### src/sv/cidl_pkg.sv
package cidl_pkg;

    // Field widths of the channels.
    localparam int unsigned SAMPLE_W   = 24;
    localparam int unsigned DELAY_MS_W = 18;
    localparam int unsigned SPM_W      = 8;

    // Delay arithmetic: delay_ms * samples_per_ms gives samples in Q.10.
    localparam int unsigned FRAC_W = 10;
    localparam int unsigned DW     = DELAY_MS_W + SPM_W;

    localparam logic [SPM_W-1:0] SPM_RESET = 8'd48;

    // Polynomial datapath widths.
    localparam int unsigned A_W    = SAMPLE_W + 1;
    localparam int unsigned COEF_W = SAMPLE_W + 4;
    localparam int unsigned T2_W   = 2 * FRAC_W;
    localparam int unsigned T3_W   = 3 * FRAC_W;
    localparam int unsigned PROD_W = COEF_W + T3_W + 1;
    localparam int unsigned ACC_W  = PROD_W + 1;
    localparam int unsigned Q_W    = ACC_W - 31;

    localparam logic signed [ACC_W-1:0]    ROUND_HALF = 60'sh000000040000000;
    localparam logic signed [SAMPLE_W-1:0] SAMPLE_MAX = 24'sh7FFFFF;
    localparam logic signed [SAMPLE_W-1:0] SAMPLE_MIN = 24'sh800000;

    // Shared multiplier operand selection.
    typedef enum logic [2:0] {
        MS_NONE,
        MS_TT,
        MS_T3,
        MS_A,
        MS_B,
        MS_C
    } t_msel;

    // Accumulator operations.
    typedef enum logic [2:0] {
        AOP_NONE,
        AOP_INIT,
        AOP_ADD20,
        AOP_ADD10,
        AOP_ADD0
    } t_aop;

    typedef struct packed {
        logic  in_ready;
        logic  wr;
        logic  rd;
        logic  coef;
        t_msel msel;
        t_aop  aop;
        logic  out_ld;
    } t_cmd;

    typedef struct packed {
        logic in_valid;
        logic out_free;
    } t_status;

endpackage

### src/sv/cidl_ctrl.sv
module cidl_ctrl import cidl_pkg::*; (
    input  logic    i_clk,
    input  logic    i_rst_n,
    input  t_status i_status,
    output t_cmd    o_cmd
);

    typedef enum logic [12:0] {
        S_IDLE  = 13'b0000000000001,
        S_WRITE = 13'b0000000000010,
        S_RD0   = 13'b0000000000100,
        S_RD1   = 13'b0000000001000,
        S_RD2   = 13'b0000000010000,
        S_RD3   = 13'b0000000100000,
        S_LAST  = 13'b0000001000000,
        S_COEF  = 13'b0000010000000,
        S_MULA  = 13'b0000100000000,
        S_MULB  = 13'b0001000000000,
        S_MULC  = 13'b0010000000000,
        S_SUM   = 13'b0100000000000,
        S_OUT   = 13'b1000000000000
    } t_state;

    t_state r_state;
    t_state n_state;

    always_ff @(posedge i_clk) begin
        if (!i_rst_n) begin
            r_state <= S_IDLE;
        end else begin
            r_state <= n_state;
        end
    end

    always_comb begin
        n_state         = r_state;
        o_cmd.in_ready  = 1'b0;
        o_cmd.wr        = 1'b0;
        o_cmd.rd        = 1'b0;
        o_cmd.coef      = 1'b0;
        o_cmd.msel      = MS_NONE;
        o_cmd.aop       = AOP_NONE;
        o_cmd.out_ld    = 1'b0;
        case (r_state)
            S_IDLE: begin
                o_cmd.in_ready = 1'b1;
                if (i_status.in_valid) begin
                    n_state = S_WRITE;
                end
            end
            S_WRITE: begin
                o_cmd.wr = 1'b1;
                n_state  = S_RD0;
            end
            S_RD0: begin
                o_cmd.rd = 1'b1;
                n_state  = S_RD1;
            end
            S_RD1: begin
                o_cmd.rd = 1'b1;
                n_state  = S_RD2;
            end
            S_RD2: begin
                o_cmd.rd = 1'b1;
                n_state  = S_RD3;
            end
            S_RD3: begin
                o_cmd.rd = 1'b1;
                n_state  = S_LAST;
            end
            S_LAST: begin
                o_cmd.msel = MS_TT;
                n_state    = S_COEF;
            end
            S_COEF: begin
                o_cmd.coef = 1'b1;
                o_cmd.msel = MS_T3;
                n_state    = S_MULA;
            end
            S_MULA: begin
                o_cmd.msel = MS_A;
                o_cmd.aop  = AOP_INIT;
                n_state    = S_MULB;
            end
            S_MULB: begin
                o_cmd.msel = MS_B;
                o_cmd.aop  = AOP_ADD20;
                n_state    = S_MULC;
            end
            S_MULC: begin
                o_cmd.msel = MS_C;
                o_cmd.aop  = AOP_ADD10;
                n_state    = S_SUM;
            end
            S_SUM: begin
                o_cmd.aop = AOP_ADD0;
                n_state   = S_OUT;
            end
            S_OUT: begin
                if (i_status.out_free) begin
                    o_cmd.out_ld = 1'b1;
                    n_state      = S_IDLE;
                end
            end
            default: begin
                n_state = S_IDLE;
            end
        endcase
    end

`ifndef SYNTHESIS
    a_accept_starts_write: assert property (@(posedge i_clk) disable iff (!i_rst_n)
        (r_state == S_IDLE && i_status.in_valid) |=> (r_state == S_WRITE))
        else $error("accepted item did not start the store write");

    a_load_returns_idle: assert property (@(posedge i_clk) disable iff (!i_rst_n)
        o_cmd.out_ld |=> (r_state == S_IDLE))
        else $error("result load did not return to idle");

    a_out_holds: assert property (@(posedge i_clk) disable iff (!i_rst_n)
        (r_state == S_OUT && !i_status.out_free) |=> (r_state == S_OUT && !o_cmd.in_ready))
        else $error("result left the output stage while the output register was full");
`endif

endmodule

### config.mk
export PLATFORM = sky130hd
export DESIGN_NAME = cidl_ctrl
export DESIGN_NICKNAME = d
export VERILOG_FILES = /design/src/sv/cidl_pkg.sv /design/src/sv/cidl_ctrl.sv
export SDC_FILE = /design/constraint.sdc
export NUM_CORES = 1
export LEC_CHECK = 0
export BUFFER_PORTS_ARGS = -buffer_cell sky130_fd_sc_hd__buf_2
export CORE_MARGIN = 1.5
export CORE_UTILIZATION = 56
export DETAILED_ROUTE_END_ITERATION = 12
export PLACE_DENSITY = 0.86
export RECOVER_POWER = 50
export SLEW_MARGIN = 40
export SYNTH_ARGS = -nofsm -noshare
export SYNTH_HDL_FRONTEND = slang
export SYNTH_SLANG_ARGS = --single-unit
### constraint.sdc
create_clock -name i_clk -period 3 [get_ports i_clk]
set_input_delay 0.45 -clock i_clk [delete_from_list [all_inputs] [get_ports i_clk]]
set_output_delay 0.45 -clock i_clk [all_outputs]
set_load 0.02 [all_outputs]
==> results.yml <==
outcome:
  status: "finished, final reports clean"
route:
  wire_per_inst_um: 14.6
  firstDrtPassIters: 4
  avgViaCountPerCell: 6.10
  drt_iter0_drc: 10
  routed_wl_um: 1680
  drc: 0
  ant_nets: 0
  num_vias: 702
placed_design:
  place_congestion: 0.772
  dp_hpwl_um: 1310
  io_buffers: 14
logic_synthesis:
  syn_area_um2: 798
  synth_edf_count: 0
  synth_nets: 89
  yosys-top-cells-area: "dfxtp_1 (33%), nor4_4 (5.3%), nor2_1 (5.2%)"
  yosysWarnings: 0
  synth-async-reset-ratio_pct: 0
  synth-seq-cells: 13
  synth-seq-area-share_pct: 32.6
  synth-simple-area-share_pct: 47.2
  synth_cell_type_count: 38
  synth_top_family_by_area: "simple AND/OR/NAND/NOR gates"
  postSynthAreaPerCell_um2: 9.39
  yosys.area.top_type: "dfxtp_1"
  synthMuxAreaShare_pct: 0
  syn_inst: 85
  synthXorXnorAreaFrac_pct: 5.49
  synth-compound-area-share_pct: 11.4
  synth_top_cell_area_share_pct: 32.6
  ys.flop_type: "dfxtp_1"
  synth_adder_area_share_pct: 0
global_routing:
  grt.total_usage_pct: 23.3
  grt-ovfl-total: 0
  grt_max_degree: 10
  grt_pass1_wl_um: 2500
  antenna_found_initial: 0
  grt_pass1_vias: 583
setup_path:
  worst_path_largest_cell_delay_ps: 530
  crit_required_ps: 2550
  path_buf_inv: 1
  cp-end-kind: "primary output"
  r2r_cells: 4
  path_max_fanout: 7
  path_class: "reg2out"
  rr_endpoint: "r_state[11]$_SDFFE_PN0P_"
  critical_path.top_delay_family: "simple AND/OR/NAND/NOR gates"
  r2r-start: "r_state[4]$_SDFFE_PN0P_"
  critPathArrivalTime_ps: 1960
  r2r_slack_ps: 730
  slowest_stage: "nor4_2"
  cp-start-kind: "flip-flop"
  crit_chain: "nor4_2 -> nand3b_4 -> or3_4 -> nor2_1 -> buf_2"
timing:
  fin_hold_ws_ps: 427
  rsz0062_at_grt: "false"
  tightest_slew_ps: 1000
  finalCriticalPeriod_ps: 2410
  fin_skew_ps: 1.01
  max_slew_margin_pct: 32.1
  fin_crit_sh_pct: 80.5
  fmax_mhz: 414
  setup_viol: 0
  report.final.slew_viol_count: 0
  finalSetupTns_ps: 0
  hold_viol_final: 0
clocking:
  tritoncts: "built"
  cts_sinks: 13
  cts_inserted_buffers: 3
  cts.reportedPaths.clkPinSlew_ps: 80
  postCtsHoldBufs: 0
  htreeDepth: 1
  postCtsSetupBuffers: 0
  cts_buffer_depth: 2
  cts_resized: 0
  ctsRootBufferMaster: "clkbuf_4"
  worstSkewPairLatency_ps: 280
layout:
  layout.nets: 105
  most-common-layout-cells: "buf_2 (14), dfxtp_1 (13), nor2_1 (11)"
  layout_commonest_cell: "buf_2"
  reg.largest.list: "r_state: 13 flops"
  drive_gt1_share_pct: 25.0
  top_register: "r_state"
  largest_reg_flops: 13
  fin_util_pct: 66.5
  diodes: 0
  syn2layout_area_growth_pct: 9.72
die:
  core-area_um2: 1320
  floorplan.die.width_um: 40.8
  rows: 13
  start_util_pct: 60.6
  die-height_um: 40.8
  num_io_pins: 15
  dieArea_um2: 1660
hold_path:
  worstHoldStart: "i_status[1]"
  min_to: "r_state[1]$_SDFFE_PN0P_"
  hold_depth: 2
  min_path_type: "in2reg"
power:
  ir_drop_mv: 0.206
  p_leak_uw: 0.000364
  powerDensity_nw_per_um2: 386
run:
  maxCapViolCount: 0
## per-stage QoR
step | power [uW] | instance area [um2] | worst slack [ps] | cells
floorplan | 220 | 798 | 609 | 85
global placement | 232 | 872 | 946 | 111
detailed placement | 234 | 872 | 887 | 111
CTS | 344 | 898 | 562 | 115
global route | 349 | 876 | 468 | 115
finish | 338 | 876 | 585 | 115
## cell usage after synthesis, types with 2 or more instances
cell type	n
nand2_1	4
nor4b_1	3
nor4_1	4
nor3b_1	3
nor3_1	3
xnor2_1	3
inv_1	3
nand4b_1	2
nor4_4	2
buf_2	3
xor2_1	2
nand2b_1	3
dfxtp_1	13
nor2_1	11
nor2b_1	2
a221oi_1	2
## cells by family (layout without fill, tap and decap cells)
| family | Yosys count | count (layout) |
|---|---|---|
| and+or+nand+nor | 52 | 52 |
| DFF | 13 | 13 |
| buffers and inverters | 6 | 21 |
| xor gates and xnor gates | 5 | 5 |
| AOI/OAI and AO/OA | 9 | 9 |
## worst max-delay path by stage
| stage | from | to | slack (ps) | depth (start not counted) |
|---|---|---|---|---|
| 2_1_floorplan | r_state[0]$_SDFFE_PN1P_ | o_cmd[4] | 610 | 4 |
| 3_3_place_gp | r_state[0]$_SDFFE_PN1P_ | o_cmd[2] | 950 | 5 |
| 3_5_place_dp | r_state[0]$_SDFFE_PN1P_ | o_cmd[6] | 890 | 5 |
| 4_1_cts | r_state[0]$_SDFFE_PN1P_ | o_cmd[6] | 560 | 5 |
| 5_1_grt | r_state[0]$_SDFFE_PN1P_ | o_cmd[4] | 470 | 5 |
| 6_report | r_state[0]$_SDFFE_PN1P_ | o_cmd[6] | 590 | 5 |
## worst register-to-register path, delay by kind of cell (launching register included)
family           cells  cell delay [ps]
flip-flops           1              390
AND/OR/NAND/NOR      3              780
AO/OA/AOI/OAI        1              950
## cell type report
| class | count | area [um2] |
|---|---|---|
| Multi-Input combinational cell | 66 | 489 |
| Fill cell | 111 | 442 |
| Sequential cell | 13 | 260 |
| Timing Repair Buffer | 14 | 70.1 |
| Clock buffer | 4 | 26.3 |
| Tap cell | 15 | 18.8 |
| Inverter | 3 | 11.3 |
## power breakdown
part | leakage, uW | internal (uW) | switching, uW
Sequential | 0.000105 | 175 | 3.94
Combinational | 0.000244 | 20.4 | 27.4
Clock | 0.0000150 | 51.6 | 59.1
Total | 0.000364 | 247 | 90.4
## metal layers
metal / global-route usage [%] / up-vias / share of wire [%] / routed length [um]
met5: 0 / - / 0 / 0
met4: 12.5 / 0 / 1.9 / 31
met3: 1.63 / 5 / 3.5 / 59
met2: 41.3 / 16 / 51 / 856
met1: 27.6 / 334 / 43 / 728
li1: - / 347 / - / -
No activity file was read; power rests on OpenSTA's default activity.
